File: src/design/trl_pkg.sv
// Shared types and constants for the tightest-range lookup table.
package trl_pkg;

   localparam int ENTRIES = 32;
   localparam int ADDR_W  = 32;
   localparam int IDX_W   = (ENTRIES > 1) ? $clog2(ENTRIES) : 1;
   localparam int COUNT_W = $clog2(ENTRIES + 1);
   localparam int ID_W    = 5;
   localparam int POS_W   = 16;

   typedef enum logic [1:0] {
      REQ_ADD   = 2'd0,
      REQ_LOWER = 2'd1,
      REQ_RAISE = 2'd2,
      REQ_FIND  = 2'd3
   } req_code_type;

   typedef enum logic [1:0] {
      STAT_OK      = 2'd0,
      STAT_FULL    = 2'd1,
      STAT_NOMATCH = 2'd2,
      STAT_NOINDEX = 2'd3
   } status_type;

   typedef enum logic [1:0] {
      ST_IDLE,
      ST_SCAN,
      ST_DONE
   } state_type;

   // broadcast to every cell; only the addressed cell acts
   typedef struct packed {
      logic              add;
      logic              lower;
      logic              raise;
      logic [IDX_W-1:0]  idx;
      logic [ADDR_W-1:0] addr;
      logic [POS_W-1:0]  row;
      logic [POS_W-1:0]  col;
   } cell_cmd_type;

   // best-so-far record walking down the chain during a find
   typedef struct packed {
      logic              valid;
      logic              found;
      logic [IDX_W-1:0]  best_id;
      logic [ADDR_W-1:0] best_width;
      logic [POS_W-1:0]  row;
      logic [POS_W-1:0]  col;
   } scan_type;

endpackage

File: src/design/trl_cell.sv
// One table entry: holds its bounds and position, and folds itself into a passing find.
module trl_cell (
   input  logic                        clock,
   input  logic                        reset,
   input  logic [trl_pkg::IDX_W-1:0]   cell_index,
   input  logic [trl_pkg::COUNT_W-1:0] entry_count,
   input  logic [trl_pkg::ADDR_W-1:0]  find_addr,
   input  trl_pkg::cell_cmd_type       cmd,
   input  trl_pkg::scan_type           scan_prev,
   output trl_pkg::scan_type           scan_next
);
   import trl_pkg::*;

   logic [ADDR_W-1:0] low_ff, low_in;
   logic [ADDR_W-1:0] high_ff, high_in;
   logic [POS_W-1:0]  row_ff, row_in;
   logic [POS_W-1:0]  col_ff, col_in;
   scan_type          scan_ff, scan_in;

   logic              hit;
   logic              live;
   logic              match;
   logic [ADDR_W-1:0] width;

   always_comb begin
      hit     = (cmd.idx == cell_index);
      low_in  = low_ff;
      high_in = high_ff;
      row_in  = row_ff;
      col_in  = col_ff;
      if (cmd.add && hit) begin
         low_in  = '1;
         high_in = '0;
         row_in  = cmd.row;
         col_in  = cmd.col;
      end
      if (cmd.lower && hit && (cmd.addr < low_ff)) begin
         low_in = cmd.addr;
      end
      if (cmd.raise && hit && (cmd.addr > high_ff)) begin
         high_in = cmd.addr;
      end
   end

   always_comb begin
      live    = (32'(cell_index) < 32'(entry_count));
      match   = live && (find_addr >= low_ff) && (find_addr < high_ff);
      width   = high_ff - low_ff;
      scan_in = scan_prev;
      // strict compare keeps the earliest entry on a tie
      if (scan_prev.valid && match && (!scan_prev.found || (width < scan_prev.best_width))) begin
         scan_in.found      = 1'b1;
         scan_in.best_id    = cell_index;
         scan_in.best_width = width;
         scan_in.row        = row_ff;
         scan_in.col        = col_ff;
      end
   end

   always_ff @(posedge clock) begin
      low_ff  <= low_in;
      high_ff <= high_in;
      row_ff  <= row_in;
      col_ff  <= col_in;
      if (reset) begin
         scan_ff <= '0;
      end else begin
         scan_ff <= scan_in;
      end
   end

   assign scan_next = scan_ff;

endmodule

File: config.mk
export PLATFORM = sky130hd
export DESIGN_NAME = trl_cell
export DESIGN_NICKNAME = d
export VERILOG_FILES = /design/src/design/trl_pkg.sv /design/src/design/trl_cell.sv
export SDC_FILE = /design/constraint.sdc
export NUM_CORES = 1
export LEC_CHECK = 0
export ABC_CLOCK_PERIOD_IN_PS = 5150
export BUFFER_PORTS_ARGS = -buffer_cell sky130_fd_sc_hd__buf_2
export CAP_MARGIN = 10
export CORE_MARGIN = 2
export CORE_UTILIZATION = 50
export CTS_CLUSTER_DIAMETER = 100
export DETAILED_ROUTE_END_ITERATION = 7
export PLACE_DENSITY_LB_ADDON = 0.05
export SLEW_MARGIN = 10
export SYNTH_ARGS = -nofsm -noshare
export SYNTH_HDL_FRONTEND = slang
export SYNTH_SLANG_ARGS = --single-unit
File: constraint.sdc
create_clock -name clock -period 5.15 [get_ports clock]
set_input_delay 1.03 -clock clock [delete_from_list [all_inputs] [get_ports clock]]
set_output_delay 1.03 -clock clock [all_outputs]
set_load 0.05 [all_outputs]
# Word-level counts from Yosys, hierarchy flattened
# Cells that the tools add are included.
# totals
register_bits	167
input_bits	188
out_inout_bits	71
word_cells	36
# op_classes
add_sub_neg	1
n_lt_le_gt_ge	6
eq_ne	1
n_mux	5
reduce_logical	13
# op_table
op	n
$mux 32	4
$lt 32x32->1	3
$mux 70	1
$ge 32x32->1	1
$gt 32x32->1	1
$sub 32x32->32	1
$logic_and 1x1->1	9
$lt 5x6->1	1
$eq 5x5->1	1
$reduce_bool 2->1	2
$logic_not 1->1	1
$logic_or 1x1->1	1

# Longest topological paths before layout
# depth
word_depth	6
ltp_mapped	23
ltp_nobuf	21

# Least setup slack after synthesis
# Ideal clock, no wire load.
# synth_timing
path_type	register -> register
startpoint	register low_ff[1]
endpoint	register scan_ff (netlist bit scan_next[0])
setup_time_ps	128
t_arrival_ps	4254
t_required_ps	5022
path_slack_ps	769
path_stages_with_launch	22
n_path_buf	2
path_cell_list	edfxtp_1 inv_1 ha_1 nor2b_1 o2111a_1 o32a_4 a311oi_4 o211a_1 o21ai_1 a41oi_1 or2_2 nand2_1 ha_1 nand4_1 or3_1 nor3_1 o21ai_0 o311a_1 buf_6 buf_4 mux2i_1 nor2_1
# synth_via
elab_chain_cells	6
word_cells_on_any_way	9
classes_between	add/sub: 1; order compare: 2; mux: 1; reduce/logical: 5
# synth_rtl
element	line	source
start, declared	trl_cell.sv:14	logic [ADDR_W-1:0] low_ff, low_in;
start signal, assigned	trl_cell.sv:61	low_ff <= low_in;
parallel branches: the longest is 4 deep, another holds $sub 32x32->32	n/a	
$logic_and 1x1->1 (*)	trl_cell.sv:51	if (scan_prev.valid && match && (!scan_prev.found || (width < scan_prev.best_width))) begin
$mux 70 (*)	trl_cell.sv:51	
end signal, assigned	trl_cell.sv:68	scan_ff <= scan_in;
end, declared	trl_cell.sv:18	scan_type scan_ff, scan_in;
# Mark *: on every way between the ends.
# A chain may end at the register's enable or synchronous reset.

# Final worst setup path
# layout_timing
startpoint	register low_ff[4]
endpoint	register scan_ff (netlist bit scan_next[3])
# Same word-level chain as after synthesis.

==> impl_metrics.toml <==
[sta]
hold_ws_ns = 0.472
post-route-min-period_ns = 4.80
final.setup.tns_ns = 0
final_hold_viol_count = 0
fmax_ghz = 0.208
fin_ws_ns = 0.349
final-max-slew-violation-count = 0
tightest_slew_ns = 0.933
finClkSkew_ns = 0.0171
relSlewSlack = 0.373
period_share = 0.932
rsz0062_at_grt = "false"
setup_viol = 0

[power]
vdd_drop_max_mv = 0.179
power.density_nw_per_um2 = 249
leakage_nw = 6.68
finalPower_mw = 3.41

[synthesis]
syn_inst = 1161
ys_async_sr_fraction = 0
ys_seq_area_frac = 0.375
synth.distinct_cells = 60
ys_ff_latch = 167
ys_warn_count = 0
synth_edf_count = 96
synth_fp_nets = 1542
postSynthAreaPerCell_sq_um = 9.87
syn_area_sq_um = 11500
synth_ff_type = "edfxtp_1"

[place]
place_congestion = 0.886
pre_cts_slack_ns = 0.280
place_area_sq_um = 13100
dp_hpwl_mm = 24.4
port-buffer-count = 258
dp.cells = 1687

[layout]
stdcell_area_sq_um = 13700
instances_no_fill = 1721
final_common_cell = "buf_2"
areaGrowthSynthToFinish_pct = 19.6
fillers = 1999
final_cell_mix = "buf_2 (258), ha_1 (192), inv_1 (151)"
fin_nets = 1802
final_util = 0.608
drive_gt1_frac = 0.226

[global_route]
grt_pass1_vias = 8699
busiest_layer = "met2"
met1_usage = 0.335
use_met3 = 0.0376
gr-total-overflow = 0
grt_max_degree = 47
track_usage = 0.244
antenna_found_initial = 2
grt_use_met2 = 0.394
grt_pass1_wl_mm = 45.8

[min_path]
hp-class = "reg -> reg"
worstHoldStart = "col_ff[1]$_DFFE_PP_"

[setup_path]
cpMaxStageDelayCell = "a2111oi_0"
r2r_start = "low_ff[4]$_SDFFCE_PN1P_"
max_stage_delay_ns = 0.43
crit_type = "reg -> reg"
crit_top_cell = "ha_1"
critPathBufInv = 2
crit_chain = "inv_1, ha_1, a21oi_1, nand2_1, o32a_4, a311oi_4, o211ai_2, a2111oi_0, a311oi_1, ha_1, nand4_1, or3_1, nor3_1, o21ai_0, o311a_4, buf_12, mux2i_1, nor2_1"
path_max_fanout = 46
startpoint = "low_ff[4]$_SDFFCE_PN1P_"
cp_top_family = "compound AO/OA/AOI/OAI gates"
required_ns = 5.46
end_kind = "flop"
crit_arrival_ns = 5.12
startpoint_type = "flop"

[routing]
drt_wl_total_mm = 29.8
drc = 0
drt-pass1-iter-count = 5
vias_per_cell = 5.34
routedWlPerCell_um = 17.3
initialDrtViolationCount = 407
via_count = 9186
antenna_left = 0

[clock_network]
cts_buffers = 17
path_clk_slew_ns = 0.08
cts-root-buf = "clkbuf_16"
htreeDepth = 4
cts_tree = "yes"
clock_latency_ns = 0.44
cts-hold-fix-buffers = 0
cts_setup_buffers = 0
numClockSinks = 167
clockBufferDepth = 2

[status]
run_status = "complete, no violations"

[die]
dieArea_sq_um = 24200
die_h_um = 155
rows = 55
ioPinCount = 259
core_sq_um = 22600
fp.dieW_um = 155
initial_utilization = 0.508

[flow_run]
drv_cap = 0
==> worst paths after layout <==
path	slack, ns	depth (start not counted)	to
min reg2reg	0.47	2	scan_next[1]$_SDFF_PP0_
min	0.47	2	scan_next[1]$_SDFF_PP0_
max	0.35	18	scan_next[3]$_SDFF_PP0_
max reg2reg	0.35	18	scan_next[3]$_SDFF_PP0_
==> repair_timing <==
item / in CTS / in global routing
endpoints found under the setup margin: 0 / 46
endpoints found under the hold margin: 0 / 0
gates resized for setup: 0 / 2
==> worst min-delay path, stage by stage (launching register included) <==
cell	delay, ns
edfxtp_1	0.32
mux2i_1	0.06
nor2_1	0.07
==> logic make-up (layout without fill, tap and decap cells) <==
| group | after synthesis | count (layout) | share of synthesized area |
|---|---|---|---|
| fa+ha+maj | 193 | 193 | 0.211 |
| compound gates | 272 | 272 | 0.161 |
| other cells | 0 | 2 | 0 |
| buf+inv | 181 | 454 | 0.0634 |
| simple gates | 248 | 248 | 0.105 |
| xor+xnor | 33 | 33 | 0.0252 |
| mux | 67 | 67 | 0.0585 |
| flops | 167 | 167 | 0.375 |
==> metal layers <==
layer | wire, um | vias up
li1 | - | 4700
met1 | 14000 | 4211
met2 | 13500 | 244
met3 | 1630 | 31
met4 | 698 | 0
met5 | 0 | -
==> report_power, final <==
group	total, mW	internal (mW)	switching, mW	leakage, nW
clock network	1.34	0.667	0.677	0.297
logic	0.603	0.223	0.380	4.93
registers	1.46	1.45	0.0126	1.45
==> flip-flops by register name, summed over array words and instances, names as in the netlist <==
| register | cells |
|---|---|
| scan_next | 71 |
| high_ff | 32 |
| low_ff | 32 |
| col_ff | 16 |
| row_ff | 16 |
==> area by class of cell <==
class | instances | area [sq um] | area share
antenna | 2 | 5.00 | 0.000365
clock buffer | 17 | 425 | 0.0310
clock inverter | 15 | 198 | 0.0144
inverter | 151 | 567 | 0.0413
multi-input combinational | 813 | 6460 | 0.471
sequential | 167 | 4300 | 0.314
tap | 285 | 357 | 0.0260
timing repair buffer | 271 | 1410 | 0.102
==> cells in the mapped netlist, types with 3 or more instances <==
| library cell | n | area [sq um] |
|---|---|---|
| ha_1 | 192 | 2400 |
| inv_1 | 151 | 567 |
| edfxtp_1 | 96 | 2880 |
| nor2_1 | 93 | 349 |
| dfxtp_1 | 71 | 1420 |
| a21oi_1 | 68 | 340 |
| mux2i_1 | 67 | 671 |
| a21o_1 | 46 | 345 |
| nand2_1 | 43 | 161 |
| o21ai_0 | 42 | 210 |
| o211ai_1 | 38 | 285 |
| and2_1 | 35 | 219 |
| nand4_1 | 24 | 150 |
| xnor2_1 | 24 | 210 |
| clkbuf_1 | 20 | 75.1 |
| o21a_1 | 14 | 105 |
| nor2b_1 | 12 | 75.1 |
| nand2b_1 | 10 | 62.6 |
| nand3_1 | 9 | 45.0 |
| xor2_1 | 9 | 78.8 |
| a211oi_1 | 8 | 60.1 |
| a31oi_1 | 8 | 50.1 |
| nor3_1 | 7 | 35.0 |
| buf_4 | 6 | 45.0 |
| a21o_2 | 5 | 43.8 |
| a311oi_1 | 5 | 43.8 |
| a221o_1 | 3 | 30.0 |
| a221oi_1 | 3 | 26.3 |
| a31o_2 | 3 | 26.3 |
| and3_1 | 3 | 18.8 |
| o2111ai_1 | 3 | 26.3 |
| o31ai_1 | 3 | 22.5 |
| or2_2 | 3 | 18.8 |
Note: power is estimated with default switching activity, not from simulation.
